$ cat src/rtl/hcbp_pkg.sv
// Package for the prefix-code byte packer: field widths, item codes,
// queue entry and status types and the back-end state type. No dependencies.
`default_nettype none

package hcbp_pkg;

  localparam int PATTERN_BITS = 32;
  localparam int LENGTH_BITS  = 6;
  localparam int SYMBOL_BITS  = 7;
  localparam int FUNC_BITS    = 2;
  localparam int BYTE_BITS    = 8;
  localparam int PENDING_BITS = 7;
  localparam int COUNT_BITS   = 3;
  localparam int ACC_BITS     = PENDING_BITS + PATTERN_BITS;
  localparam int TOTAL_BITS   = 6;
  localparam int QUEUE_DEPTH  = 4;
  localparam int QUEUE_AW     = 2;

  localparam logic [FUNC_BITS-1:0] FUNC_LOAD   = 2'd0;
  localparam logic [FUNC_BITS-1:0] FUNC_ENCODE = 2'd1;
  localparam logic [FUNC_BITS-1:0] FUNC_FLUSH  = 2'd2;

  typedef struct packed {
    logic                    flush;
    logic [PATTERN_BITS-1:0] pattern;
    logic [LENGTH_BITS-1:0]  length;
  } hcbp_op_t;

  typedef struct packed {
    logic full;
    logic empty;
  } hcbp_qstat_t;

  typedef enum logic {
    BK_IDLE,
    BK_EMIT
  } hcbp_back_state_t;

endpackage

`default_nettype wire

$ cat src/rtl/hcbp_if.sv
// Handshake interfaces for the item input and the packed byte output.
// Depends on hcbp_pkg for the field widths.
`default_nettype none

interface hcbp_in_if;
  import hcbp_pkg::*;
  logic                    valid;
  logic                    ready;
  logic [FUNC_BITS-1:0]    func;
  logic [SYMBOL_BITS-1:0]  symbol;
  logic [PATTERN_BITS-1:0] code_pattern;
  logic [LENGTH_BITS-1:0]  code_length;
  modport source (output valid, func, symbol, code_pattern, code_length, input ready);
  modport sink   (input valid, func, symbol, code_pattern, code_length, output ready);
endinterface


`default_nettype wire

$ cat src/rtl/hcbp_front.sv
// Front end: accepts items, holds the code table memory and turns encode and
// flush items into queue entries. Depends on hcbp_pkg and hcbp_if.
`default_nettype none

module hcbp_front #(
  parameter int SYMBOL_COUNT = 128,
  parameter int MAX_CODE_LEN = 32
) (
  input  wire logic              clk,
  input  wire logic              rst,
  hcbp_in_if.sink                item,
  input  wire hcbp_pkg::hcbp_qstat_t qstat,
  output logic                   push,
  output hcbp_pkg::hcbp_op_t     push_op
);
  import hcbp_pkg::*;

  localparam int AW        = (SYMBOL_COUNT > 1) ? $clog2(SYMBOL_COUNT) : 1;
  localparam int LEN_LIMIT = (MAX_CODE_LEN < PATTERN_BITS) ? MAX_CODE_LEN : PATTERN_BITS;

  logic [PATTERN_BITS-1:0] pattern_mem [SYMBOL_COUNT];
  logic [LENGTH_BITS-1:0]  length_mem  [SYMBOL_COUNT];

  logic                    staged;
  logic                    staged_flush;
  logic [PATTERN_BITS-1:0] rd_pattern;
  logic [LENGTH_BITS-1:0]  rd_length;

  logic [8:0]    sym_ext;
  logic          sym_ok;
  logic [AW-1:0] addr;
  logic          accept;
  logic          take;

  assign sym_ext    = {2'b00, item.symbol};
  assign sym_ok     = sym_ext < 9'(SYMBOL_COUNT);
  assign addr       = sym_ext[AW-1:0];
  assign item.ready = !staged || !qstat.full;
  assign accept     = item.valid && item.ready;
  assign take       = accept && ((item.func == FUNC_ENCODE && sym_ok) ||
                                 item.func == FUNC_FLUSH);
  assign push       = staged && !qstat.full;

  always_comb begin
    push_op.flush   = staged_flush;
    push_op.pattern = rd_pattern;
    if (rd_length > LENGTH_BITS'(LEN_LIMIT)) begin
      push_op.length = LENGTH_BITS'(LEN_LIMIT);
    end else begin
      push_op.length = rd_length;
    end
  end

  always_ff @(posedge clk) begin
    if (accept && item.func == FUNC_LOAD && sym_ok) begin
      pattern_mem[addr] <= item.code_pattern;
      length_mem[addr]  <= item.code_length;
    end
  end

  always_ff @(posedge clk) begin
    if (take) begin
      rd_pattern   <= pattern_mem[addr];
      rd_length    <= length_mem[addr];
      staged_flush <= (item.func == FUNC_FLUSH);
    end
  end

  always_ff @(posedge clk) begin
    if (rst) begin
      staged <= 1'b0;
    end else if (take) begin
      staged <= 1'b1;
    end else if (push) begin
      staged <= 1'b0;
    end
  end

endmodule

`default_nettype wire

$ cat src/flat_wrapper.sv
// flat-port wrapper written by rule: the top's interface ports become plain ports
module hcbp_front_flat import hcbp_pkg::*;
#(
  parameter int SYMBOL_COUNT = 128,
  parameter int MAX_CODE_LEN = 32
)
  (clk, rst, qstat, push, push_op, item_valid, item_func, item_symbol, item_code_pattern, item_code_length, item_ready);
  hcbp_in_if item_i ();
  input  wire logic clk;
  input  wire logic rst;
  input  wire hcbp_pkg::hcbp_qstat_t qstat;
  output logic push;
  output hcbp_pkg::hcbp_op_t push_op;
  input wire logic [$bits(item_i.valid)-1:0] item_valid;
  input wire logic [$bits(item_i.func)-1:0] item_func;
  input wire logic [$bits(item_i.symbol)-1:0] item_symbol;
  input wire logic [$bits(item_i.code_pattern)-1:0] item_code_pattern;
  input wire logic [$bits(item_i.code_length)-1:0] item_code_length;
  output wire logic [$bits(item_i.ready)-1:0] item_ready;
  assign item_i.valid = item_valid;
  assign item_i.func = item_func;
  assign item_i.symbol = item_symbol;
  assign item_i.code_pattern = item_code_pattern;
  assign item_i.code_length = item_code_length;
  assign item_ready = item_i.ready;
  hcbp_front #(.SYMBOL_COUNT(SYMBOL_COUNT), .MAX_CODE_LEN(MAX_CODE_LEN)) u_core (.clk(clk), .rst(rst), .item(item_i), .qstat(qstat), .push(push), .push_op(push_op));
endmodule
$ cat config.mk
export PLATFORM = sky130hd
export DESIGN_NAME = hcbp_front_flat
export DESIGN_NICKNAME = d
export VERILOG_FILES = /design/src/rtl/hcbp_pkg.sv /design/src/rtl/hcbp_if.sv /design/src/rtl/hcbp_front.sv /design/src/flat_wrapper.sv
export SDC_FILE = /design/constraint.sdc
export NUM_CORES = 2
export LEC_CHECK = 0
export BUFFER_PORTS_ARGS = -buffer_cell sky130_fd_sc_hd__buf_4
export CORE_UTILIZATION = 25
export CTS_CLUSTER_SIZE = 16
export DETAILED_ROUTE_END_ITERATION = 10
export GPL_ROUTABILITY_DRIVEN = 0
export MAX_ROUTING_LAYER = met4
export SKIP_CTS_REPAIR_TIMING = 1
export SLEW_MARGIN = 20
export SYNTH_ARGS = -nofsm -noshare
export SYNTH_HDL_FRONTEND = slang
export SYNTH_MEMORY_MAX_BITS = 65536
export SYNTH_SLANG_ARGS = --single-unit
$ cat constraint.sdc
create_clock -name clk -period 5.2 [get_ports clk]
set_input_delay 0.52 -clock clk [delete_from_list [all_inputs] [get_ports clk]]
set_output_delay 0.52 -clock clk [all_outputs]
set_load 0.005 [all_outputs]
== Word-level counts from Yosys, hierarchy flattened ==
Memory sizes are Yosys's and may differ from the RTL's. A register that Yosys moved wholly into a read port is not among the register bits.
Cells that the tools add are included.

* Output and inout bits: 41
* Memories kept: 2
* RAM bits: 4864
* Word-level logic and storage cells: 25
* Register bits: 2

* Mux-type cells: 5
* Eq/ne operators: 2
* Magnitude comparators: 2
* Reductions and logical operators: 12

{| class="wikitable"
|+ Memories
! name !! depth !! bits a word !! read ports !! clocked after Yosys merged registers in !! write ports !! RTL line !! text
|-
| u_core.pattern_mem || 128 || 32 || 1 || 1 || 1 || hcbp_front.sv:21 || <nowiki>logic [PATTERN_BITS-1:0] pattern_mem [SYMBOL_COUNT];</nowiki>
|-
| u_core.length_mem || 128 || 6 || 1 || 1 || 1 || hcbp_front.sv:22 || <nowiki>logic [LENGTH_BITS-1:0] length_mem [SYMBOL_COUNT];</nowiki>
|}

{| class="wikitable"
|+ Operators by type and width
! cell !! number
|-
| $lt 7x8->1 const B || 1
|-
| $gt 6x6->1 const B || 1
|-
| $logic_and 1x1->1 || 6
|-
| $mux 6 || 1
|-
| $mux 1 || 4
|-
| $eq 2x1->1 const B || 1
|-
| $eq 2x2->1 const B || 1
|-
| $logic_not 1->1 || 2
|-
| $logic_not 2->1 || 1
|-
| $logic_or 1x1->1 || 2
|-
| $reduce_bool 2->1 || 1
|}

== Depth between registers and ports, before layout ==
* Word-level depth: 7
* Gate-level depth with buffers: 13
* Depth with buffers taken out: 7

== Worst setup path after synthesis ==
No wires, ideal clock.

* Path kind: input -> register
* From: in item_symbol[0]
* To: mem u_core.length_mem[100][0], enable pin
* Slack: 1077 ps
* Arrival time: 3690 ps
* Stages: 10
* Buffers on the path: 7
* Data required time: 4767 ps
* Setup time: 433 ps
* Path through: buf_6 -> buf_6 -> buf_8 -> nor3b_2 -> buf_2 -> buf_2 -> buf_4 -> nand2_1 -> buf_2 -> nor2_1

* Longest elaborated chain between the ends: 4

{| class="wikitable"
|+ Ends and longest elaborated chain
! what !! RTL line !! text
|-
| start: declaration || flat_wrapper.sv:16 || <nowiki>input wire logic [$bits(item_i.symbol)-1:0] item_symbol;</nowiki>
|-
| $lt 7x8->1 || hcbp_front.sv:36 || <nowiki>assign sym_ok = sym_ext < 9'(SYMBOL_COUNT);</nowiki>
|-
| $logic_and 1x1->1 || hcbp_front.sv:55 || <nowiki>if (accept && item.func == FUNC_LOAD && sym_ok) begin</nowiki>
|-
| $mux 1 || hcbp_front.sv:55 ||
|-
| $mux 1 (not written as such) || hcbp_front.sv:57 || <nowiki>length_mem[addr] <= item.code_length;</nowiki>
|-
| end: declaration || hcbp_front.sv:22 ||
|}

Several ways; a longest one is shown, not always the timed one.

== Final worst setup path ==
* From: in item_symbol[0]
* To: mem u_core.pattern_mem[40][9], enable pin

* Longest elaborated chain between the ends: 4

{| class="wikitable"
|+ Ends and longest elaborated chain
! what !! RTL line !! text
|-
| $lt 7x8->1 || hcbp_front.sv:36 ||
|-
| $logic_and 1x1->1 || hcbp_front.sv:55 ||
|-
| $mux 1 || hcbp_front.sv:55 ||
|-
| $mux 1 (not written as such) || hcbp_front.sv:56 || <nowiki>pattern_mem[addr] <= item.code_pattern;</nowiki>
|-
| end: declaration || hcbp_front.sv:21 ||
|}

Several ways; a longest one is shown, not always the timed one.

==> flow_summary.json <==
{
  "h-tree-depth": 5,
  "hpwl_um": 392000,
  "worstReg2RegEnd": "u_core.pattern_mem[40][9]",
  "place_ws_ns": 0.537,
  "timing.rr.start": "u_core.staged",
  "syn_avg_cell_area_um2": 17.4,
  "relSlewSlack_pct": 9.73,
  "ant_nets": 0,
  "nets": 11266,
  "setup_viol": 0,
  "ir_drop_mv": 0.315,
  "dr.pass1.iters": 8,
  "p_sw_share_pct": 22.8,
  "postSynthCellCount": 10777,
  "cts_buffer_depth": 4,
  "ioPinCount": 93,
  "wl_met3_um": 78500,
  "layout.cells.non_filler": 21547,
  "ys_seq_elements": 4904,
  "leakage_nw": 66.8,
  "grt_pass1_wl_um": 890000,
  "synth_flop_cell": "edfxtp_1",
  "finalHoldViolCount": 0,
  "grt_overflow": 0,
  "synth_cell_types": 77,
  "min_path_cells": 1,
  "startpoint_type": "input port",
  "p_sw_mw": 18.8,
  "fmax_mhz": 262,
  "drt-met1-wl_um": 248000,
  "ys.warnings.count": 0,
  "clkPwrFrac_pct": 40.9,
  "drv_slew": 0,
  "fin_crit_ns": 3.81,
  "ys_async_sr_fraction_pct": 0,
  "worst_slack_ns": 1.39,
  "core_um2": 746000,
  "status": "finished clean",
  "port_buffers": 91,
  "dp_cells": 20625,
  "antenna_found_initial": 57,
  "cts_sinks": 4904,
  "clk_pin_slew_ns": 0.06,
  "die_w_um": 867,
  "die_y_um": 867,
  "synth_edf_count": 4903,
  "worst_ep_arrival_time_ns": 4.52,
  "initial_core_util_pct": 25.1,
  "met2_length_um": 292000,
  "wl_per_cell_um": 30.4,
  "track_usage_pct": 17.1,
  "worstPathRequired_ns": 5.91,
  "numCtsBuffers": 461,
  "min_period_over_period_pct": 73.3,
  "drt_drc_violations_left": 0,
  "cts_tree": "built",
  "min-delay-start": "item_code_pattern[3]",
  "crit_fanout": 35,
  "vias": 113816,
  "p_per_area_nw_per_um2": 375,
  "drt_iter0_drc": 18807,
  "first_global_vias": 106521,
  "grt_max_degree": 129,
  "viasPerCell": 5.28,
  "syn2layout_area_growth_pct": 17.5,
  "std_cell_rows": 317,
  "clk_latency_ns": 1.07,
  "fin_tns_setup_ns": 0,
  "drive_above_1_share_pct": 17.1,
  "end_kind": "flop",
  "syn_area_um2": 187000,
  "top_layer_used": "met4",
  "hold_path_class": "in2reg",
  "skew_ns": 0.0952,
  "postRouteWirelength_um": 656000,
  "syn_nets": 10831,
  "worstMarginPinSlew_ns": 1.35,
  "combPwrFrac_pct": 6.2,
  "path_class": "in2reg",
  "rsz0062_at_grt": "no",
  "seq_area_frac_synth_pct": 78.6,
  "seq_power_share_pct": 52.9,
  "die-area_um2": 752000,
  "critPathLaunch": "item_symbol[0]",
  "hold_end": "u_core.pattern_mem[39][3]",
  "reg2reg_slack_ns": 1.71,
  "reg2regPathDepth": 6,
  "p_int_mw": 63.7,
  "maxCapViolations": 0,
  "cts-root-buf": "clkbuf_16"
}
cell usage in the layout, fill, tap and decap left out, types with 107 or more instances in the layout:
cell	netlist	routed
buf_12	0	168
nor3_1	108	107
edfxtp_1	4903	4903
clkbuf_16	0	468
a22oi_1	535	535
nor2_1	554	421
a21oi_1	650	650
a221oi_1	928	928
mux2i_1	328	328
o22ai_1	207	207
nand2_1	304	294
o21ai_0	392	383
clkinv_1	0	108
nor2_4	0	133
mux2_2	233	233
buf_4	57	635
synth_stat cells (all sizes together) (8+ instances only):
| cell | count | area, um^2 |
|---|---|---|
| a2111oi | 35 | 312 |
| a211oi | 58 | 435 |
| a21oi | 650 | 3250 |
| a221o | 67 | 671 |
| a221oi | 938 | 8280 |
| a222oi | 27 | 270 |
| a22o | 9 | 78.8 |
| a22oi | 537 | 4040 |
| a311oi | 12 | 105 |
| a31oi | 9 | 56.3 |
| and3b | 8 | 70.1 |
| buf | 489 | 2830 |
| clkbuf | 366 | 1380 |
| edfxtp | 4903 | 147000 |
| mux2 | 240 | 2730 |
| mux2i | 328 | 3280 |
| mux4 | 71 | 1600 |
| nand2 | 305 | 1150 |
| nand2b | 8 | 50.1 |
| nand3 | 27 | 135 |
| nand4 | 28 | 175 |
| nor2 | 557 | 2100 |
| nor2b | 45 | 282 |
| nor3 | 115 | 617 |
| nor3b | 19 | 153 |
| nor4 | 14 | 87.6 |
| o211a | 13 | 130 |
| o211ai | 35 | 263 |
| o21a | 8 | 60.1 |
| o21ai | 409 | 2050 |
| o221ai | 41 | 359 |
| o22a | 41 | 359 |
| o22ai | 207 | 1290 |
| o311ai | 29 | 254 |
| o31ai | 37 | 278 |
| o32ai | 31 | 272 |
layout make-up:
cell class,count,area (um^2)
sequential,4904,147000
tap,9889,12400
multi-input combinational,5011,37000
inverter,7,46.3
timing repair buffer,827,8400
clock inverter,274,2710
fill,72861,526000
antenna,66,165
clock buffer,569,12100
power by group through the flow:
stage	sequential (mW)	combinational [mW]	clock (mW)
after floorplan	44.4	2.17	0
after global placement	44.5	4.93	0
after detailed placement	44.5	4.98	0
after CTS	43.6	4.99	33.9
after global routing	43.6	5.25	35.3
final	43.6	5.14	33.7
routing by layer:
layer | vias to the layer above | GRT usage (%)
met5 | - | -
met4 | 0 | 8.17
met3 | 1241 | 4.27
met2 | 7789 | 25.5
met1 | 59080 | 21.8
li1 | 45706 | -
critical path: stages:
cell and delay (ns):
buf_8 0.17, or2_2 0.52, nor2_4 0.74, nand2_2 0.88
buf_4 0.49, nor2_4 0.67, buf_12 0.28
worst max-delay path by stage:
stage / cells after the start / to
final: 7 / u_core.pattern_mem[40][9]
after CTS: 7 / u_core.pattern_mem[40][7]
after global routing: 7 / u_core.length_mem[32][0]
after global placement: 7 / u_core.pattern_mem[32][20]
after floorplan: 10 / u_core.length_mem[100][0]
after detailed placement: 7 / u_core.pattern_mem[32][20]
logic make-up after synthesis:
kind of cell / synth area share, %
multiplexers: 4.07
AO/OA/AOI/OAI: 12.3
flip-flops: 78.6
AND/OR/NAND/NOR: 2.69
adder cells (fa/ha/maj): 0.0134
buffers and inverters: 2.26
state kept, by name (all words and copies together), names as in the netlist:
| register | cells |
|---|---|
| u_core.staged_flush | 1 |
| u_core.length_mem | 768 |
| u_core.rd_pattern | 32 |
| u_core.staged | 1 |
| u_core.pattern_mem | 4096 |
| u_core.rd_length | 6 |
stage by stage:
stage / util, % / area (um^2) / hold slack, ns / total power [mW]
detailed placement: 27.5 / 205000 / 0.529 / 49.5
global route: 29.5 / 220000 / 0.0173 / 84.2
floorplan: - / 187000 / 0.502 / 46.6
finish: 29.5 / 220000 / 0.00814 / 82.5
global placement: 27.5 / 205000 / 0.509 / 49.4
CTS: 29.5 / 220000 / -0.414 / 82.5
No activity file was read; power rests on OpenSTA's default activity.
