$ cat config.mk
export PLATFORM = sky130hd
export DESIGN_NAME = hcbp_back_flat
export DESIGN_NICKNAME = d
export VERILOG_FILES = /design/src/rtl/hcbp_pkg.sv /design/src/rtl/hcbp_if.sv /design/src/rtl/hcbp_back.sv /design/src/flat_wrapper.sv
export SDC_FILE = /design/constraint.sdc
export NUM_CORES = 1
export LEC_CHECK = 0
export BUFFER_PORTS_ARGS = -buffer_cell sky130_fd_sc_hd__buf_2
export CAP_MARGIN = 20
export CORE_ASPECT_RATIO = 1.1
export CORE_UTILIZATION = 59
export DETAILED_ROUTE_END_ITERATION = 8
export GPL_TIMING_DRIVEN = 1
export PLACE_DENSITY = 0.79
export SLEW_MARGIN = 20
export SYNTH_ARGS = -nofsm -noshare
export SYNTH_HDL_FRONTEND = slang
export SYNTH_SLANG_ARGS = --single-unit
$ cat constraint.sdc
create_clock -name clk -period 11.54 [get_ports clk]
set_input_delay 0 -clock clk [delete_from_list [all_inputs] [get_ports clk]]
set_output_delay 0 -clock clk [all_outputs]
set_load 0.02 [all_outputs]
$ cat src/rtl/hcbp_pkg.sv
// Package for the prefix-code byte packer: field widths, item codes,
// queue entry and status types and the back-end state type. No dependencies.
`default_nettype none

package hcbp_pkg;

  localparam int PATTERN_BITS = 32;
  localparam int LENGTH_BITS  = 6;
  localparam int SYMBOL_BITS  = 7;
  localparam int FUNC_BITS    = 2;
  localparam int BYTE_BITS    = 8;
  localparam int PENDING_BITS = 7;
  localparam int COUNT_BITS   = 3;
  localparam int ACC_BITS     = PENDING_BITS + PATTERN_BITS;
  localparam int TOTAL_BITS   = 6;
  localparam int QUEUE_DEPTH  = 4;
  localparam int QUEUE_AW     = 2;

  localparam logic [FUNC_BITS-1:0] FUNC_LOAD   = 2'd0;
  localparam logic [FUNC_BITS-1:0] FUNC_ENCODE = 2'd1;
  localparam logic [FUNC_BITS-1:0] FUNC_FLUSH  = 2'd2;

  typedef struct packed {
    logic                    flush;
    logic [PATTERN_BITS-1:0] pattern;
    logic [LENGTH_BITS-1:0]  length;
  } hcbp_op_t;

  typedef struct packed {
    logic full;
    logic empty;
  } hcbp_qstat_t;

  typedef enum logic {
    BK_IDLE,
    BK_EMIT
  } hcbp_back_state_t;

endpackage

`default_nettype wire

$ cat src/rtl/hcbp_if.sv
// Handshake interfaces for the item input and the packed byte output.
// Depends on hcbp_pkg for the field widths.
`default_nettype none


interface hcbp_out_if;
  import hcbp_pkg::*;
  logic                 valid;
  logic                 ready;
  logic [BYTE_BITS-1:0] packed_byte;
  logic                 last_of_run;
  modport source (output valid, packed_byte, last_of_run, input ready);
  modport sink   (input valid, packed_byte, last_of_run, output ready);
endinterface

`default_nettype wire

$ cat src/rtl/hcbp_back.sv
// Back end: appends codes to the bit accumulator, emits completed bytes one
// per beat through an output register, and pads on flush. Depends on hcbp_pkg.
`default_nettype none

module hcbp_back (
  input  wire logic                  clk,
  input  wire logic                  rst,
  input  wire hcbp_pkg::hcbp_qstat_t qstat,
  input  wire hcbp_pkg::hcbp_op_t    op,
  output logic                       pop,
  hcbp_out_if.source                 result
);
  import hcbp_pkg::*;

  hcbp_back_state_t state;
  hcbp_back_state_t state_next;

  logic [PENDING_BITS-1:0] pending;
  logic [COUNT_BITS-1:0]   count;
  logic [ACC_BITS-1:0]     acc;
  logic [TOTAL_BITS-1:0]   total;
  logic                    out_valid;
  logic [BYTE_BITS-1:0]    out_byte;
  logic                    out_last;

  logic                    out_free;
  logic [COUNT_BITS-1:0]   pad;
  logic [LENGTH_BITS-1:0]  len_eff;
  logic [PATTERN_BITS:0]   mask_wide;
  logic [PATTERN_BITS-1:0] pat_eff;
  logic [ACC_BITS-1:0]     acc_new;
  logic [TOTAL_BITS-1:0]   total_new;
  logic [TOTAL_BITS-1:0]   total_rem;
  logic [TOTAL_BITS-1:0]   shift;
  logic [BYTE_BITS-1:0]    byte_now;
  logic [BYTE_BITS-1:0]    rem_mask;
  logic                    rem_small;

  assign result.valid       = out_valid;
  assign result.packed_byte = out_byte;
  assign result.last_of_run = out_last;

  always_comb begin
    state_next = state;
    case (state)
      BK_IDLE: begin
        if (pop && total_new >= TOTAL_BITS'(BYTE_BITS)) begin
          state_next = BK_EMIT;
        end
      end
      BK_EMIT: begin
        if (out_free && rem_small) begin
          state_next = BK_IDLE;
        end
      end
      default: state_next = BK_IDLE;
    endcase
  end

  always_comb begin
    out_free  = !out_valid || result.ready;
    pop       = (state == BK_IDLE) && !qstat.empty;
    pad       = COUNT_BITS'(4'(BYTE_BITS) - {1'b0, count});
    len_eff   = op.flush ? {3'b000, pad} : op.length;
    mask_wide = ((PATTERN_BITS+1)'(1) << len_eff) - (PATTERN_BITS+1)'(1);
    pat_eff   = op.flush ? '0 : (op.pattern & mask_wide[PATTERN_BITS-1:0]);
    acc_new   = ({{PATTERN_BITS{1'b0}}, pending} << len_eff) |
                {{PENDING_BITS{1'b0}}, pat_eff};
    total_new = TOTAL_BITS'(count) + len_eff;
    shift     = total - TOTAL_BITS'(BYTE_BITS);
    total_rem = shift;
    byte_now  = BYTE_BITS'(acc >> shift);
    rem_small = total_rem < TOTAL_BITS'(BYTE_BITS);
    rem_mask  = (BYTE_BITS'(1) << total_rem[COUNT_BITS-1:0]) - BYTE_BITS'(1);
  end

  always_ff @(posedge clk) begin
    if (rst) begin
      state <= BK_IDLE;
    end else begin
      state <= state_next;
    end
  end

  always_ff @(posedge clk) begin
    if (rst) begin
      pending   <= '0;
      count     <= '0;
      out_valid <= 1'b0;
    end else begin
      if (state == BK_IDLE && pop) begin
        if (total_new >= TOTAL_BITS'(BYTE_BITS)) begin
          acc   <= acc_new;
          total <= total_new;
        end else begin
          pending <= acc_new[PENDING_BITS-1:0];
          count   <= total_new[COUNT_BITS-1:0];
        end
      end
      if (state == BK_EMIT && out_free) begin
        out_valid <= 1'b1;
        out_byte  <= byte_now;
        out_last  <= rem_small;
        total     <= total_rem;
        if (rem_small) begin
          pending <= acc[PENDING_BITS-1:0] & rem_mask[PENDING_BITS-1:0];
          count   <= total_rem[COUNT_BITS-1:0];
        end
      end else if (result.ready) begin
        out_valid <= 1'b0;
      end
    end
  end

endmodule

`default_nettype wire

$ cat src/flat_wrapper.sv
// flat-port wrapper written by rule: the top's interface ports become plain ports
module hcbp_back_flat import hcbp_pkg::*;
  (clk, rst, qstat, op, pop, result_valid, result_packed_byte, result_last_of_run, result_ready);
  hcbp_out_if result_i ();
  input  wire logic clk;
  input  wire logic rst;
  input  wire hcbp_pkg::hcbp_qstat_t qstat;
  input  wire hcbp_pkg::hcbp_op_t op;
  output logic pop;
  output wire logic [$bits(result_i.valid)-1:0] result_valid;
  output wire logic [$bits(result_i.packed_byte)-1:0] result_packed_byte;
  output wire logic [$bits(result_i.last_of_run)-1:0] result_last_of_run;
  input wire logic [$bits(result_i.ready)-1:0] result_ready;
  assign result_valid = result_i.valid;
  assign result_packed_byte = result_i.packed_byte;
  assign result_last_of_run = result_i.last_of_run;
  assign result_i.ready = result_ready;
  hcbp_back u_core (.clk(clk), .rst(rst), .qstat(qstat), .op(op), .pop(pop), .result(result_i));
endmodule
Word-level counts from Yosys, hierarchy flattened --
Index checks and enable logic that the tools add are counted.
Word-level totals: flip-flop bits (word level) 66, input port bits 44, output and inout bits 11, logic and storage cells 56
Operators by class: add/sub/neg operators 5, $lt $le $gt $ge 2, shift-type cells 4, multiplexer cells 18, bitwise logic cells 5, reduce and logical (&&, ||, !) cells 14
Operators with widths (count):
- 39-bit by 32-bit bitwise OR with 39-bit output | 1
- 7-bit by 6-bit << shifter with 39-bit output | 1
- 39-bit by 6-bit >> shifter with 8-bit output | 1
- 32-bit AND | 1
- 32-bit two-way mux | 1
- 1-bit by 6-bit << shifter with 32-bit output (first input constant) | 1
- 32-bit by 2-bit subtractor with 32-bit output (second input constant) | 1
- 7-bit two-way mux | 4
- 6-bit two-way mux | 4
- 3-bit two-way mux | 4
- 7-bit AND | 1
- 1-bit by 3-bit << shifter with 7-bit output (first input constant) | 1
- 7-bit by 2-bit subtractor with 7-bit output (second input constant) | 1
- 3-bit by 6-bit adder with 6-bit output | 1
- 6-bit by 4-bit >= comparator with 1-bit output (second input constant) | 1
- 6-bit by 4-bit < comparator with 1-bit output (second input constant) | 1
- 3-bit AND reduction | 2
- 2-bit nonzero test | 3
- 6-bit by 4-bit subtractor with 6-bit output (second input constant) | 1
- 1-bit logical AND | 5
- 1-bit two-way mux | 4
- 1-bit by 3-bit subtractor with 3-bit output (first input constant) | 1
- 1-bit logical NOT | 2
- 1-bit inverter | 2
- 3 further kinds | 3

Logic depth before layout (Yosys ltp) --
depth in word-level cells 11, gate-level depth with buffers 16, mapped depth without buffers 12

Worst setup path before layout --
No wires, ideal clock.
path kind reg2reg, start reg u_core.count[1], end reg u_core.acc[0], enable pin, library setup time 393 ps, arrival time 3572 ps, required time 11147 ps, slack 7574 ps, stages on the path, launching flop included 15, buffers on the path 3, clock period less this slack 3966 ps, cell sequence dfxtp_1 -> clkbuf_1 -> inv_1 -> ha_1 -> xnor2_1 -> mux2i_1 -> clkinv_1 -> buf_2 -> buf_2 -> ha_1 -> a31oi_1 -> and4_1 -> o21ai_0 -> nand3b_1 -> inv_1
On the way: longest elaborated chain between the ends 5
RTL lines:
- start, declared | RTL line hcbp_back.sv:19 | logic [COUNT_BITS-1:0] count;
- start signal, assigned | RTL line hcbp_back.sv:97 | count <= total_new[COUNT_BITS-1:0];
- start signal, assigned | RTL line hcbp_back.sv:107 | count <= total_rem[COUNT_BITS-1:0];
- 1-bit by 3-bit subtractor with 3-bit output | RTL line hcbp_back.sv:63 | pad = COUNT_BITS'(4'(BYTE_BITS) - {1'b0, count});
- 6-bit two-way mux | RTL line hcbp_back.sv:64 | len_eff = op.flush ? {3'b000, pad} : op.length;
- 3-bit by 6-bit adder with 6-bit output (*) | RTL line hcbp_back.sv:69 | total_new = TOTAL_BITS'(count) + len_eff;
- 6-bit by 4-bit >= comparator with 1-bit output (*) | RTL line hcbp_back.sv:92 | if (total_new >= TOTAL_BITS'(BYTE_BITS)) begin
- 3-bit AND reduction (no line) (*)
- end signal, assigned | RTL line hcbp_back.sv:93 | acc <= acc_new;
- end, declared | RTL line hcbp_back.sv:20 | logic [ACC_BITS-1:0] acc;
Mark *: on every way between the ends. The rest lies on a longest branch, timed or not. A chain may end at the register's enable or synchronous reset.

Worst setup path after layout --
start reg u_core.count[0], end reg u_core.pending[6]
On the way: longest elaborated chain between the ends 11, elaborated cells between the ends (all ways) 14, those cells by class add/sub: 3; order compare: 1; shift: 2; mux: 6; bitwise: 2
RTL lines:
- 1-bit by 3-bit subtractor with 3-bit output | RTL line hcbp_back.sv:63
- 6-bit two-way mux | RTL line hcbp_back.sv:64
- 1-bit by 6-bit << shifter with 32-bit output | RTL line hcbp_back.sv:65 | mask_wide = ((PATTERN_BITS+1)'(1) << len_eff) - (PATTERN_BITS+1)'(1);
- 32-bit by 2-bit subtractor with 32-bit output | RTL line hcbp_back.sv:65
- 32-bit AND | RTL line hcbp_back.sv:66 | pat_eff = op.flush ? '0 : (op.pattern & mask_wide[PATTERN_BITS-1:0]);
- 32-bit two-way mux | RTL line hcbp_back.sv:66
- 39-bit by 32-bit bitwise OR with 39-bit output | RTL line hcbp_back.sv:67 | acc_new = ({{PATTERN_BITS{1'b0}}, pending} << len_eff) |
- 7-bit two-way mux (*) | RTL line hcbp_back.sv:92
- 7-bit two-way mux (*) | RTL line hcbp_back.sv:91 | if (state == BK_IDLE && pop) begin
- 7-bit two-way mux | RTL line hcbp_back.sv:105 | if (rem_small) begin
- 7-bit two-way mux (*) | RTL line hcbp_back.sv:100 | if (state == BK_EMIT && out_free) begin
- end signal, assigned | RTL line hcbp_back.sv:96 | pending <= acc_new[PENDING_BITS-1:0];
- end signal, assigned | RTL line hcbp_back.sv:106 | pending <= acc[PENDING_BITS-1:0] & rem_mask[PENDING_BITS-1:0];
- end, declared | RTL line hcbp_back.sv:18 | logic [PENDING_BITS-1:0] pending;
Marked as above.

==> flow_summary.yaml <==
run_status:
  outcome: "complete, but fails checks"
  violations: "design-rule violations"
grt:
  grt_overflow_total: 0
  grt_antenna_before_repair: 0
  grt_pass1_vias: 5271
  grt_max_degree: 53
  grt_pass1_wl_mm: 28.8
  track_usage: 0.364
placement:
  numPortBuffers: 53
  globalplace.congestion: 1.01
  dp_hpwl_mm: 13.8
clocking:
  cts.path.max_buffers: 2
  htreeDepth: 3
  postCtsResizedCells: 0
  worst_skew_pair.late_latency_ns: 0.36
  clk_transition_reported_paths_ns: 0.07
  number_of_clock_buffers_inserted_by_tritoncts: 9
  cts.root.buffer_cell: "sky130_fd_sc_hd__clkbuf_8"
  cts_tree: "yes"
  clkSinkCount: 66
drt:
  routedLengthMet1_mm: 7.07
  top_routing_layer_in_use: "met4"
  detail_route.wirelength_mm: 18.3
  route.vias.total: 5508
  vias_per_cell: 7.13
  detailedRoute.firstPassIterationCount: 7
  drc_errors: 4
  wl_per_cell_um: 23.8
  met2_length_mm: 8.56
  postRouteAntennaNets: 0
  drtIter0Drc: 476
  dr_wl_met3_mm: 1.43
critical_path:
  timing.critical_path.arrival_ns: 5.03
  setup.worst_path.end_class: "register"
  setup.worst_path.start: "u_core.count[0]"
  crit_fanout: 26
  timing.critical_path.required_ns: 11.79
  reg2reg_launch_point: "u_core.count[0]"
  worst_r2r_path_depth: 13
  worstSetupStartpointType: "register"
  timing_worst_setup_path_type: "register to register"
finish:
  drive_above_1_share: 0.212
  area_delta_synth_final_pct: 8.35
  layout.core_utilization: 0.656
  antenna_cells_inserted: 0
  finish.net_count: 699
  final_common_cell: "sky130_fd_sc_hd__nand2_1"
  nFillCells: 778
  final_cell_mix: "68 x sky130_fd_sc_hd__nand2_1, 54 x sky130_fd_sc_hd__edfxtp_1, 53 x sky130_fd_sc_hd__buf_2"
power:
  power.density_nw_per_um2: 123
  vdd_ir_drop_max_mv: 0.0797
  leakage_component_of_the_power_nw: 2.31
yosys:
  synth_top_flop_cell: "sky130_fd_sc_hd__edfxtp_1"
  synth-warning-count: 0
  mappedNetlistArea_um2: 5960
  synthesis.nets: 671
  synth_sequential_area_ratio: 0.312
  synth_area_per_cell_um2: 9.62
  post_synthesis_sequential_element_count: 66
  yosys.area.top_type: "sky130_fd_sc_hd__edfxtp_1"
  synth_enable_flop_cells: 54
  syn-instance-count: 620
  synthDominantCellAreaShare: 0.272
  synthDistinctLibCells: 79
  async_flop_share: 0
  ys_top_cells_by_area: "sky130_fd_sc_hd__edfxtp_1 27%, sky130_fd_sc_hd__mux4_2 15%, sky130_fd_sc_hd__mux2i_1 5.0%"
timing:
  totalNegativeSetupSlack_ns: 0
  timing.final.crit_share: 0.414
  fin_worst_skew_ns: 0.00904
  tightest_slew_ns: 1.22
  max-slew-margin-rel: 0.184
  finalSetupViolCount: 0
  clock.fmax_mhz: 209
  finalHoldViolCount: 0
  final_max_slew_viol_count: 0
  timing.final.crit_period_ns: 4.78
  rsz0062_at_grt: "no"
floorplanning:
  design.portCount: 55
  die_area_um2: 10500
  fp-row-count: 38
  start_util: 0.606
  die_x_um: 97.8
  fp.dieH_um: 107
  placeableCoreArea_um2: 9840
worst_hold_path:
  min_path_cells: 3
  min_path_type: "primary input to register"
  hold_start: "op[35]"
job:
  timing.max_cap.violations: 0
## Yosys cell counts, types with 3 or more instances
cell                       instances
sky130_fd_sc_hd__nand2_1          68
sky130_fd_sc_hd__edfxtp_1         54
sky130_fd_sc_hd__nor2_1           43
sky130_fd_sc_hd__mux4_2           39
sky130_fd_sc_hd__nand3_1          35
sky130_fd_sc_hd__o21ai_0          32
sky130_fd_sc_hd__mux2i_1          30
sky130_fd_sc_hd__a21oi_1          28
sky130_fd_sc_hd__clkbuf_1         21
sky130_fd_sc_hd__buf_2            20
sky130_fd_sc_hd__inv_1            20
sky130_fd_sc_hd__xnor2_1          15
sky130_fd_sc_hd__nor3_1           13
sky130_fd_sc_hd__dfxtp_1          12
sky130_fd_sc_hd__a31oi_1          10
sky130_fd_sc_hd__a211oi_1          9
sky130_fd_sc_hd__nor2b_1           9
sky130_fd_sc_hd__o211ai_1          8
sky130_fd_sc_hd__o22ai_1           8
sky130_fd_sc_hd__ha_1              7
sky130_fd_sc_hd__a32o_1            6
sky130_fd_sc_hd__a32oi_1           6
sky130_fd_sc_hd__mux2_2            6
sky130_fd_sc_hd__nand2b_1          6
sky130_fd_sc_hd__nand4_1           6
sky130_fd_sc_hd__nand4b_1          6
sky130_fd_sc_hd__nor4_1            5
sky130_fd_sc_hd__o311ai_0          5
sky130_fd_sc_hd__o31ai_1           5
sky130_fd_sc_hd__a22oi_1           4
sky130_fd_sc_hd__and2_1            4
sky130_fd_sc_hd__buf_6             4
sky130_fd_sc_hd__o32ai_1           4
sky130_fd_sc_hd__a211o_1           3
sky130_fd_sc_hd__a31o_2            3
sky130_fd_sc_hd__and3_1            3
sky130_fd_sc_hd__buf_1             3
sky130_fd_sc_hd__nor2_2            3
sky130_fd_sc_hd__nor3b_1           3
sky130_fd_sc_hd__o21ai_1           3
sky130_fd_sc_hd__o221ai_1          3
sky130_fd_sc_hd__xor2_1            3
## worst max-delay path, cell delays in order (launching register included)
cell and delay [ns]:
sky130_fd_sc_hd__dfxtp_1 0.52, sky130_fd_sc_hd__inv_1 0.12, sky130_fd_sc_hd__ha_1 0.25, sky130_fd_sc_hd__xnor2_1 0.21, sky130_fd_sc_hd__mux2i_1 0.18, sky130_fd_sc_hd__buf_4 0.30, sky130_fd_sc_hd__clkinv_1 0.72, sky130_fd_sc_hd__ha_1 0.69
sky130_fd_sc_hd__nand3_1 0.10, sky130_fd_sc_hd__o22ai_1 0.19, sky130_fd_sc_hd__mux2i_1 0.41, sky130_fd_sc_hd__o211ai_2 0.41, sky130_fd_sc_hd__and4b_1 0.33, sky130_fd_sc_hd__a221o_1 0.25
## where the power goes
part	leakage, nW	switching, mW	total, mW	internal [mW]
sequential	0.607	0.0169	0.297	0.280
clock	0.0984	0.0869	0.207	0.120
combinational	1.60	0.180	0.292	0.113
## cell families after synthesis
group                    Yosys count  share of synthesized area
AO/OA/AOI/OAI                    161                      0.190
XOR/XNOR                          18                     0.0264
adder cells (fa/ha/maj)            7                     0.0147
buffers and inverters             72                     0.0556
flip-flops                        66                      0.312
multiplexers                      78                      0.219
AND/OR/NAND/NOR                  218                      0.182
## worst paths after layout
check / endpoint / slack (ns)
worst min-delay path: u_core.acc[29] / 0.02
worst max register to register: u_core.pending[6] / 6.76
worst max-delay path: u_core.pending[6] / 6.76
worst min register to register: u_core.result.valid / 0.56
## layout make-up
cell class | count | area (um^2) | area share
multi-input combinational | 482 | 3770 | 0.583
timing repair buffer | 66 | 383 | 0.0593
clock buffer | 10 | 128 | 0.0198
tap | 120 | 150 | 0.0232
inverter | 23 | 88.8 | 0.0138
clock inverter | 5 | 80.1 | 0.0124
sequential | 66 | 1860 | 0.288
## flip-flops by register name, summed over array words and instances, names as in the netlist
register and count:
u_core.count 3, u_core.result.last_of_run 1, u_core.result.packed_byte 8, u_core.state 1, u_core.pending 7, u_core.result.valid 1
u_core.acc 39, u_core.total 6
## timing repair
action	in CTS	in global routing
hold buffers	8	0
buffers inserted	0	0
endpoints found under the setup margin	0	0
hold endpoints to repair	11	0
## routing by layer
| metal | GRT usage | vias up |
|---|---|---|
| li1 | - | 2476 |
| met1 | 0.452 | 2583 |
| met2 | 0.581 | 365 |
| met3 | 0.0578 | 84 |
| met4 | 0.261 | 0 |
| met5 | 0 | - |
## stage by stage
stage	std cells	instance area (um^2)	setup slack [ns]	hold WS [ns]	power, mW
after floorplan	620	5960	7.57	0.0959	0.510
after global placement	749	6170	6.95	0.302	0.577
after detailed placement	749	6170	6.85	0.303	0.582
after CTS	772	6460	6.83	0.00391	0.789
after global routing	772	6460	6.48	0.0328	0.826
final	772	6460	6.76	0.0173	0.796
(Power assumes the default switching activity.)
