--- config.mk ---
export PLATFORM = sky130hd
export DESIGN_NAME = hcbp_queue
export DESIGN_NICKNAME = d
export VERILOG_FILES = /design/src/rtl/hcbp_pkg.sv /design/src/rtl/hcbp_queue.sv
export SDC_FILE = /design/constraint.sdc
export NUM_CORES = 1
export LEC_CHECK = 0
export ABC_CLOCK_PERIOD_IN_PS = 3800
export BUFFER_PORTS_ARGS = -buffer_cell sky130_fd_sc_hd__clkbuf_2
export CAP_MARGIN = 25
export CORE_MARGIN = 5
export CORE_UTILIZATION = 62
export CTS_BUF_LIST = sky130_fd_sc_hd__clkbuf_4 sky130_fd_sc_hd__clkbuf_8
export CTS_CLUSTER_SIZE = 12
export DETAILED_ROUTE_END_ITERATION = 8
export PLACE_DENSITY = 0.85
export SLEW_MARGIN = 20
export SYNTH_ARGS = -nofsm -noshare
export SYNTH_HDL_FRONTEND = slang
export SYNTH_SLANG_ARGS = --single-unit
export TNS_END_PERCENT = 10
--- constraint.sdc ---
create_clock -name clk -period 3.8 [get_ports clk]
set_input_delay 0.95 -clock clk [delete_from_list [all_inputs] [get_ports clk]]
set_output_delay 0.95 -clock clk [all_outputs]
set_load 0.02 [all_outputs]
--- src/rtl/hcbp_pkg.sv ---
// Package for the prefix-code byte packer: field widths, item codes,
// queue entry and status types and the back-end state type. No dependencies.
`default_nettype none

package hcbp_pkg;

  localparam int PATTERN_BITS = 32;
  localparam int LENGTH_BITS  = 6;
  localparam int SYMBOL_BITS  = 7;
  localparam int FUNC_BITS    = 2;
  localparam int BYTE_BITS    = 8;
  localparam int PENDING_BITS = 7;
  localparam int COUNT_BITS   = 3;
  localparam int ACC_BITS     = PENDING_BITS + PATTERN_BITS;
  localparam int TOTAL_BITS   = 6;
  localparam int QUEUE_DEPTH  = 4;
  localparam int QUEUE_AW     = 2;

  localparam logic [FUNC_BITS-1:0] FUNC_LOAD   = 2'd0;
  localparam logic [FUNC_BITS-1:0] FUNC_ENCODE = 2'd1;
  localparam logic [FUNC_BITS-1:0] FUNC_FLUSH  = 2'd2;

  typedef struct packed {
    logic                    flush;
    logic [PATTERN_BITS-1:0] pattern;
    logic [LENGTH_BITS-1:0]  length;
  } hcbp_op_t;

  typedef struct packed {
    logic full;
    logic empty;
  } hcbp_qstat_t;

  typedef enum logic {
    BK_IDLE,
    BK_EMIT
  } hcbp_back_state_t;

endpackage

`default_nettype wire

--- src/rtl/hcbp_queue.sv ---
// Short queue of pending operations between the front and back ends.
// Depends on hcbp_pkg.
`default_nettype none

module hcbp_queue (
  input  wire logic                clk,
  input  wire logic                rst,
  input  wire logic                push,
  input  wire hcbp_pkg::hcbp_op_t  push_op,
  input  wire logic                pop,
  output hcbp_pkg::hcbp_op_t       pop_op,
  output hcbp_pkg::hcbp_qstat_t    qstat
);
  import hcbp_pkg::*;

  hcbp_op_t            entries [QUEUE_DEPTH];
  logic [QUEUE_AW-1:0] wr_ptr;
  logic [QUEUE_AW-1:0] rd_ptr;
  logic [QUEUE_AW:0]   fill;

  assign qstat.full  = (fill == (QUEUE_AW+1)'(QUEUE_DEPTH));
  assign qstat.empty = (fill == '0);
  assign pop_op      = entries[rd_ptr];

  always_ff @(posedge clk) begin
    if (push) begin
      entries[wr_ptr] <= push_op;
    end
  end

  always_ff @(posedge clk) begin
    if (rst) begin
      wr_ptr <= '0;
      rd_ptr <= '0;
      fill   <= '0;
    end else begin
      if (push) begin
        wr_ptr <= wr_ptr + 1'b1;
      end
      if (pop) begin
        rd_ptr <= rd_ptr + 1'b1;
      end
      case ({push, pop})
        2'b10:   fill <= fill + 1'b1;
        2'b01:   fill <= fill - 1'b1;
        default: fill <= fill;
      endcase
    end
  end

endmodule

`default_nettype wire

### After elaboration in Yosys (flattened, before gate mapping)

Memories as Yosys holds them, arrays and structs flattened. A register that Yosys moved wholly into a read port is not among the register bits.
Index checks and enable logic that the tools add are counted.
Widths: inputs -> output; s select.

| cells by class | value |
|---|---|
| reductions and logical operators | 2 |
| add/sub/neg operators | 4 |
| equality and inequality tests | 3 |
| muxes and demuxes | 5 |

Operators by type and width:

| operator | number |
|---|---|
| $pmux 3 s2 | 1 |
| $add 2x1->2 const B | 2 |
| $mux 2 | 2 |
| $add 3x1->3 const B | 1 |
| $eq 3x3->1 const B | 1 |
| $logic_not 3->1 | 1 |
| $sub 3x1->3 const B | 1 |
| $eq 2x1->1 const B | 1 |
| $eq 2x2->1 const B | 1 |
| $mux 1 | 2 |
| $reduce_bool 2->1 | 1 |

| storage, ports and cells | value |
|---|---|
| bits in writable memories | 156 |
| input bits | 43 |
| word-level logic and storage cells | 18 |
| memories kept | 1 |
| register bits | 7 |

Memory list:

| memory | depth | width | read ports | clocked after memory_dff | write ports | RTL line | RTL |
|---|---|---|---|---|---|---|---|
| entries | 4 | 39 | 1 | 1 | 1 | hcbp_queue.sv:16 | `hcbp_op_t entries [QUEUE_DEPTH];` |

### Depth between registers and ports, before layout

Gate-level depths: netlist of the first run.

| depth | value |
|---|---|
| depth in word-level cells | 3 |
| gate-level depth with buffers | 7 |
| mapped depth without buffers | 7 |

### Least setup slack after synthesis of the first run

OpenSTA, ideal clock, no wires.

| path | value |
|---|---|
| path type | input port to flip-flop |
| from | in push |
| to | mem entries[0][0] (netlist bit), enable pin |
| setup time | 0.400 ns |
| arrival time | 1.899 ns |
| cell stages on the path | 1 |
| slack | 1.501 ns |
| required time | 3.400 ns |
| path through | and2_1 |

| between the ends | value |
|---|---|
| longest elaborated chain between the ends | 2 |

Ends and longest elaborated chain:

| element | RTL line | RTL |
|---|---|---|
| start, declared | hcbp_queue.sv:8 | `input wire logic push,` |
| $mux 1 | hcbp_queue.sv:26 | `if (push) begin` |
| $mux 1 (not written as such) | hcbp_queue.sv:27 | `entries[wr_ptr] <= push_op;` |
| end, declared | hcbp_queue.sv:16 |  |

Every way passes these cells.

==> metrics.cfg, run 1 <==
[run_status]
status = finished clean

[logic_synthesis]
synth_edf_count = 156
synth_seq_cells = 165
synth_cell_type_count = 21
syn_nets = 299
synth_area_leader_cell = edfxtp_1
yosysSeqAreaShare_pct = 80.38
synth_area_leaders = edfxtp_1 77%, mux4_2 15%, dfxtp_1 3.0%, ha_1 1.0%, nor2_1 0.50%
synthCells = 250
synth_top_area_share_pct = 77.40
synth_area_um2 = 6052
synthArstFlopShare_pct = 0
synth_ff_type = edfxtp_1
ys_warn_count = 0
synth_area_per_cell_um2 = 24.21

[critical_path]
ff2ff_setup_slack_ns = 1.93
max_stage_delay_ns = 0.86
critPathKind = register to primary output
critical_path.cell_chain = mux4_2, clkbuf_2
crit_family = flip-flops
crit_arrival_ns = 2.12
end_kind = primary output
cp_max_fo = 39
r2r_end = entries[0][11]$_DFFE_PP_
regToRegStartpoint = wr_ptr[0]$_SDFFE_PP0P_
crit_required_ns = 2.85
start_kind = register
reg2reg_depth = 4
critPathSlowestCell = dfxtp_4
crit_buf_inv = 1

[final_layout]
n_fill_cell = 597
drive_above_1_share_pct = 44.63
nNetsFinal = 399
final_common_cell = edfxtp_1
final_cell_mix = 156 x edfxtp_1, 83 x clkbuf_2, 39 x mux4_2, 17 x clkbuf_8, 8 x nor2_1
final_area_um2 = 6992
fin_util_pct = 72.53
areaGrowthSynthToFinish_pct = 15.53
antenna_cells = 0

[sta]
setup-tns-final_ns = 0
slew_headroom_pct = 47.46
rsz0062_at_grt = no
post-route-period-util_pct = 80.74
setup_viol = 0
finalHoldViolCount = 0
max_freq_ghz = 0.3259
fin_skew_ns = 0.005468
hold-worst-slack_ns = 0.5159
fin_crit_ns = 3.068
maxSlewViolCount = 0
tightest_slew_ns = 0.7882

[placed_design]
place.gp.congestion = 0.6897
place_area_um2 = 6638
dp_hpwl_mm = 6.352
portBuffers = 83

[detailed_routing]
wl_mm = 9.998
met3_length_um = 749
wl_met2_mm = 5.250
ant_nets = 0
wl_per_cell_um = 20.16
vias = 2762
remaining_drc_errors = 0
dr.pass1.iters = 4
dr.first_iter.drc_count = 125
met1Wirelength_mm = 3.852
highest_layer = met4
post_drt_via_cell_ratio = 5.569

[clock_network]
h-tree-depth = 4
clock_latency_ns = 0.44
cts_tree = built
cts-resized-gates = 0
clk_path_buf_depth = 2
clk_transition_reported_paths_ns = 0.08
clkSinkCount = 165
postCtsSetupBuffers = 0
cts_buffers = 17
postCtsHoldBufs = 0
cts-root-buf = clkbuf_8

[floorplanning]
coreArea_um2 = 9639
start_util_pct = 62.79
num_rows = 36
pin_count = 84
dieArea_um2 = 11840
die_y_um = 108.8
die_w_um = 108.8

[grt]
grt_max_degree = 40
grt-ovfl-total = 0
antenna_found_initial = 0
grt_pass1_vias = 2948
grt_pass1_wl_mm = 15.84
track_usage_pct = 18.89

[power_and_ir_drop]
ir_drop_uv = 291.5
leakage_uw = 0.002391
powerDensity_nw_per_um2 = 521.9

[job]
maxCapViolations = 0

[min_path]
hold_path_depth = 2
hp-class = register to register
hp-start = fill[2]$_SDFFE_PP0P_
min_to = fill[2]$_SDFFE_PP0P_

[routing by layer]
metal  vias to the layer above  global-route usage, %
li1                       1237                      -
met1                      1409                  23.77
met2                       100                  30.71
met3                        16                  7.697
met4                         0                  5.410
met5                         -                      0
[worst max-delay path by stage]
stage,start,endpoint,cells past startpoint
6_report,register,pop_op[31],2
5_1_grt,register,pop_op[25],2
4_1_cts,register,pop_op[22],2
3_5_place_dp,register,pop_op[22],2
3_3_place_gp,register,pop_op[6],2
2_1_floorplan,push,entries[0][0]$_DFFE_PP_,1
[flip-flops by register name, summed over array words and instances (netlist names), named ones only]
register,cells
fill,3
wr_ptr,2
rd_ptr,2
entries,156
[cell families (layout without fill, tap and decap cells)]
kind of cell | count (synthesis) | in the layout | share of synthesized area [%]
xor gates and xnor gates | 5 | 5 | 0.7237
buffers and inverters | 15 | 128 | 1.344
AOI/OAI and AO/OA | 3 | 3 | 0.2480
adders and majority gates | 6 | 6 | 1.364
DFF | 165 | 165 | 80.38
muxes | 40 | 40 | 14.68
and+or+nand+nor | 16 | 16 | 1.261
[cell usage after synthesis, drive strengths merged, types with 2 or more instances]
cell type    n
clkbuf       3
nor2         8
edfxtp     156
buf          6
a21oi        2
mux4        39
inv          6
xnor2        2
and2         4
dfxtp        9
ha           5
xor2         3
[worst min-delay path: stages, from the launching register on]
cell and delay (ns):
dfxtp_1 0.34, o21ai_0 0.08, a21oi_1 0.06
[where the power goes]
| part | internal [uW] | total (uW) | switching (uW) |
|---|---|---|---|
| sequential | 2080 | 2140 | 55.0 |
| clock | 515 | 1110 | 596 |
| combinational | 175 | 400 | 226 |
[per-stage QoR]
stage	worst slack (ns)	instances	total power, uW
after detailed placement	1.145	464	2588
after global placement	1.133	464	2575
after CTS	0.6565	496	3683
after floorplan	1.501	250	2435
after global routing	0.5635	496	3802
final	0.7318	496	3649
[layout make-up]
cell class / count / area (um^2) / area share (%)
clock buffers: 18 / 241.5 / 3.454
clock inverters: 14 / 112.6 / 1.611
inverters: 6 / 22.52 / 0.3221
multi-input cells: 70 / 1111 / 15.89
flip-flops and latches: 165 / 4870 / 69.65
well taps: 133 / 166.4 / 2.380
repair buffers: 90 / 467.9 / 6.693
Note: power is estimated with default switching activity, not from simulation.
==> inputs of run 2 (changes only) <==
Settings changed: ABC_CLOCK_PERIOD_IN_PS 3800 to 2800, CORE_UTILIZATION 62 to 53, PLACE_DENSITY 0.85 to 0.77.
Clock period 3.8 ns to 2.8 ns, I/O delays scaled along.
==> metrics.cfg, run 2 (synthesis results as in run 1) <==
[grt]
grt_pass1_vias = 2954  ; +0.20%
grt-ovfl-total = 0  ; unchanged
grt_max_degree = 33  ; -18%
grt_pass1_wl_mm = 16.14  ; +1.9%
track_usage_pct = 16.50  ; -2.4 points
antenna_found_initial = 0  ; unchanged

[clock_network]
clock_latency_ns = 0.44  ; about the same
cts_tree = built
clkSinkCount = 165  ; unchanged
clk_transition_reported_paths_ns = 0.08  ; about the same
cts_buffers = 17  ; unchanged
postCtsHoldBufs = 0  ; unchanged
cts-root-buf = clkbuf_8
clk_path_buf_depth = 2  ; unchanged
h-tree-depth = 4  ; unchanged

[min_path]
hold_path_depth = 1  ; -1
min_to = entries[2][7]$_DFFE_PP_
hp-start = push_op[7]
hp-class = input port to register

[sta]
tightest_slew_ns = 0.4356  ; -0.3526 ns
max_freq_ghz = 0.4065
setup-tns-final_ns = 0  ; unchanged
fin_crit_ns = 2.460
post-route-period-util_pct = 87.86
fin_skew_ns = 0.008826  ; +0.003358 ns
rsz0062_at_grt = no
maxSlewViolCount = 0  ; unchanged
setup_viol = 0  ; unchanged
slew_headroom_pct = 70.96  ; +24 points
finalHoldViolCount = 0  ; unchanged

[final_layout]
final_cell_mix = 156 x edfxtp_1, 83 x clkbuf_2, 39 x mux4_2, 17 x clkbuf_8, 8 x nor2_1
fin_util_pct = 63.31  ; -9.2 points
top_register = entries
final_common_cell = edfxtp_1
areaGrowthSynthToFinish_pct = 18.42
largest_reg_flops = 156  ; unchanged
antenna_cells = 0  ; unchanged
drive_above_1_share_pct = 45.92  ; +1.3 points
nNetsFinal = 405  ; +1.5%
largestRegisters = entries x156, fill x3

[power_and_ir_drop]
ir_drop_uv = 355.9  ; +22%
leakage_uw = 0.002477  ; +3.6%
powerDensity_nw_per_um2 = 720.5  ; +38%

[detailed_routing]
post_drt_via_cell_ratio = 5.491  ; -1.4%
dr.pass1.iters = 4  ; unchanged
wl_mm = 10.36  ; +3.6%
dr.first_iter.drc_count = 207  ; +66%
vias = 2806  ; +1.6%
remaining_drc_errors = 0  ; unchanged
ant_nets = 0  ; unchanged
wl_per_cell_um = 20.28  ; +0.60%

[placed_design]
dp_hpwl_mm = 6.789  ; +6.9%
place.gp.congestion = 0.6848  ; -0.71%
portBuffers = 83  ; unchanged

[floorplanning]
die_y_um = 116.9  ; +7.4%
start_util_pct = 53.46  ; -9.3 points
pin_count = 84  ; unchanged
die_w_um = 116.9  ; +7.4%
dieArea_um2 = 13660  ; +15%
num_rows = 39  ; +8.3%
coreArea_um2 = 11320  ; +17%

[critical_path]
ff2ff_setup_slack_ns = 1.16  ; -0.77 ns
reg2reg_depth = 5  ; +1
crit_required_ns = 2.10  ; -0.75 ns
end_kind = primary output
cp_max_fo = 7  ; -82%
start_kind = register
critPathKind = register to primary output
crit_arrival_ns = 1.76  ; -0.36 ns
regToRegStartpoint = fill[0]$_SDFFE_PP0P_
r2r_end = fill[2]$_SDFFE_PP0P_

[run_status]
status = finished clean

[job]
maxCapViolations = 0  ; unchanged

run 2: area by class of cell:
| class | instances | area, um^2 |
|---|---|---|
| sequential | 165 | 4870 |
| fill | 803 | 4154 |
| multi-input combinational | 70 | 1111 |
| timing repair buffer | 96 | 588.1 |
| clock buffer | 17 | 234.0 |
| tap | 143 | 178.9 |
| clock inverter | 14 | 162.7 |
| inverter | 6 | 22.52 |
run 2: per-layer routing:
metal / wire length [um] / share of wire, % / vias to the layer above / global-route usage [%]
met3: 593 / 5.7 / 10 / 5.347
met5: 0 / 0 / - / 0
met4: 108 / 1.0 / 0 / 6.116
met2: 5572 / 54 / 74 / 27.72
met1: 4088 / 39 / 1472 / 20.18
li1: - / - / 1250 / -
run 2: timing repair:
item                                    CTS  global route
endpoints found under the setup margin    0             5
gates resized for setup                   0             0
buffers inserted                          0             1
run 2: critical path, cell delays in order (launching register included):
cell	delay (ns)
dfxtp_4	0.40
buf_4	0.21
mux4_2	0.53
clkbuf_2	0.17
run 2: worst max path at each step:
| stage | start | endpoint | slack [ns] | depth (start not counted) |
|---|---|---|---|---|
| finish | register | pop_op[3] | 0.34 | 3 |
| floorplan | push | entries[0][0]$_DFFE_PP_ | 0.75 | 1 |
| global route | register | pop_op[10] | 0.24 | 3 |
| global placement | register | pop_op[7] | 0.54 | 3 |
| CTS | register | pop_op[7] | 0.03 | 3 |
| detailed placement | register | pop_op[7] | 0.52 | 3 |
run 2: report_power, final:
part	switching [uW]	leakage (uW)	internal [uW]
clock network	816	0.000198	870
registers	35.0	0.00151	2820
logic	355	0.000771	264
total	1210	0.00248	3960
run 2: through the flow:
step                      hold WS [ns]  std cells  area [um^2]  power [uW]  worst slack (ns)
after floorplan                 0.4669        250         6052        3305            0.7507
after global placement          0.4780        479         6750        3522            0.5407
after detailed placement        0.5173        479         6750        3546            0.5218
after CTS                       0.4370        510         7147        5224           0.03021
after global routing            0.4347        511         7167        5384            0.2419
final                           0.4743        511         7167        5164            0.3400
==> inputs of run 3 (changes only) <==
Settings changed: CELL_PAD_IN_SITES_DETAIL_PLACEMENT set to 1, CELL_PAD_IN_SITES_GLOBAL_PLACEMENT set to 1, CORE_UTILIZATION 53 to 47, PLACE_DENSITY 0.77 to not set, PLACE_DENSITY_LB_ADDON set to 0.1.
==> metrics.cfg, run 3 (synthesis results as in run 1) <==
[floorplanning]
pin_count = 84  ; unchanged
die_w_um = 123.5  ; +5.7%
start_util_pct = 47.96  ; -5.5 points
num_rows = 41  ; +5.1%
die_y_um = 123.5  ; +5.7%
dieArea_um2 = 15250  ; +12%
coreArea_um2 = 12620  ; +11%

[clock_network]
cts_buffers = 17  ; unchanged
clock_latency_ns = 0.44  ; about the same
clk_path_buf_depth = 2  ; unchanged
cts-resized-gates = 0  ; unchanged
cts_tree = built
clk_transition_reported_paths_ns = 0.08  ; about the same
postCtsHoldBufs = 0  ; unchanged
clkSinkCount = 165  ; unchanged
postCtsSetupBuffers = 0  ; unchanged
cts-root-buf = clkbuf_8
h-tree-depth = 4  ; unchanged

[job]
maxCapViolations = 0  ; unchanged

[grt]
grt-ovfl-total = 0  ; unchanged
track_usage_pct = 15.50  ; -1.0 points
grt_pass1_wl_mm = 17.02  ; +5.4%
antenna_found_initial = 0  ; unchanged
grt_max_degree = 40  ; +21%
grt_pass1_vias = 3056  ; +3.5%

[placed_design]
place.gp.congestion = 0.6636  ; -3.1%
dp_hpwl_mm = 6.942  ; +2.2%
dp_cells = 506  ; +5.6%
portBuffers = 83  ; unchanged

[sta]
slew_headroom_pct = 65.53  ; -5.4 points
post-route-period-util_pct = 95.65  ; +7.8 points
fin_crit_ns = 2.678  ; +0.2183 ns
setup_viol = 0  ; unchanged
maxSlewViolCount = 0  ; unchanged
rsz0062_at_grt = no
setup-tns-final_ns = 0  ; unchanged
fin_skew_ns = 0.008124  ; -0.0007027 ns
tightest_slew_ns = 0.5170  ; +0.08147 ns
finalHoldViolCount = 0  ; unchanged
max_freq_ghz = 0.3734  ; -8.1%

[critical_path]
end_kind = primary output
cp_max_fo = 15  ; +8
critPathKind = register to primary output
crit_arrival_ns = 1.98  ; +0.22 ns
crit_required_ns = 2.10  ; about the same
start_kind = register

[final_layout]
ff_latch_area_um2 = 4870  ; unchanged
largest_reg_flops = 156  ; unchanged
final_cell_mix = 156 x edfxtp_1, 83 x clkbuf_2, 39 x mux4_2, 17 x clkbuf_8
stdcell_count = 538  ; +5.3%
top_register = entries
nNetsFinal = 402  ; -0.74%
fin_util_pct = 56.25  ; -7.1 points
areaGrowthSynthToFinish_pct = 17.28
multi_input_comb_area_um2 = 1111  ; unchanged
antenna_cells = 0  ; unchanged
n_fill_cell = 1133  ; +41%
final_common_cell = edfxtp_1
largestRegisters = entries x156, fill x3
drive_above_1_share_pct = 45.36  ; -0.57 points

[detailed_routing]
vias = 2739  ; -2.4%
wl_mm = 10.79  ; +4.2%
post_drt_via_cell_ratio = 5.091  ; -7.3%
ant_nets = 0  ; unchanged
dr.first_iter.drc_count = 221  ; +6.8%
wl_per_cell_um = 20.06  ; -1.1%
dr.pass1.iters = 4  ; unchanged
remaining_drc_errors = 0  ; unchanged

[power_and_ir_drop]
p_int_uw = 3757  ; -5.1%
pwr-share-clk_pct = 29.3  ; -3.3 points
pwr-share-comb_pct = 12.1  ; about the same
leakage_uw = 0.002434  ; -1.8%
p_seq_share_pct = 58.6  ; +3.2 points
powerDensity_nw_per_um2 = 691.9  ; -4.0%
ir_drop_uv = 385.0  ; +8.2%
switchingPower_uw = 1154  ; -4.3%
switching_share_pct = 23.50  ; +0.14 points

[run_status]
status = finished clean

[min_path]
hp-class = input port to register

[run 3: critical path, stage by stage, from the launching register on]
cell and delay [ns]:
dfxtp_4 0.56, buf_4 0.27, mux4_2 0.54, clkbuf_2 0.17
[run 3: cell type report]
| class | instances | share of cell area (%) |
|---|---|---|
| well taps | 172 | 3.032 |
| multi-input cells | 70 | 15.65 |
| inverters | 6 | 0.3173 |
| repair buffers | 93 | 7.791 |
| clock buffers | 25 | 4.142 |
| clock inverters | 7 | 0.4583 |
| flip-flops and latches | 165 | 68.61 |
[run 3: per-stage QoR]
stage | area, um^2 | total power, uW | worst slack, ns | hold slack (ns)
floorplan | 6052 | 3305 | 0.7507 | 0.4669
global placement | 6771 | 3534 | 0.5671 | 0.4854
detailed placement | 6771 | 3549 | 0.5427 | 0.5153
CTS | 7098 | 4983 | 0.03308 | 0.4333
global route | 7098 | 5132 | 0.009536 | 0.4444
finish | 7098 | 4911 | 0.1218 | 0.4716
[run 3: routing by layer]
layer / up-vias / global-route usage [%] / routed length [um]
met5: - / 0 / 0
met4: 0 / 6.436 / 180
met3: 15 / 4.895 / 599
met2: 64 / 25.04 / 5560
met1: 1421 / 19.52 / 4453
li1: 1239 / - / -
[run 3: path summary, 6_finish.rpt]
path / startpoint / to / slack (ns) / depth (start not counted)
worst max-delay path: register / pop_op[37] / 0.12 / 3
worst min-delay path: push_op[31] / entries[0][31]$_DFFE_PP_ / 0.47 / 1
worst max register to register: wr_ptr[0]$_SDFFE_PP0P_ / entries[1][28]$_DFFE_PP_ / 1.20 / 3
worst min register to register: fill[2]$_SDFFE_PP0P_ / fill[2]$_SDFFE_PP0P_ / 0.53 / 2
[run 3: power groups by stage]
| stage | sequential, uW | combinational [uW] | clock [uW] |
|---|---|---|---|
| floorplan | 2910 | 399 | 0 |
| global placement | 2930 | 606 | 0 |
| detailed placement | 2930 | 614 | 0 |
| CTS | 2880 | 615 | 1490 |
| global route | 2890 | 645 | 1600 |
| finish | 2880 | 596 | 1440 |
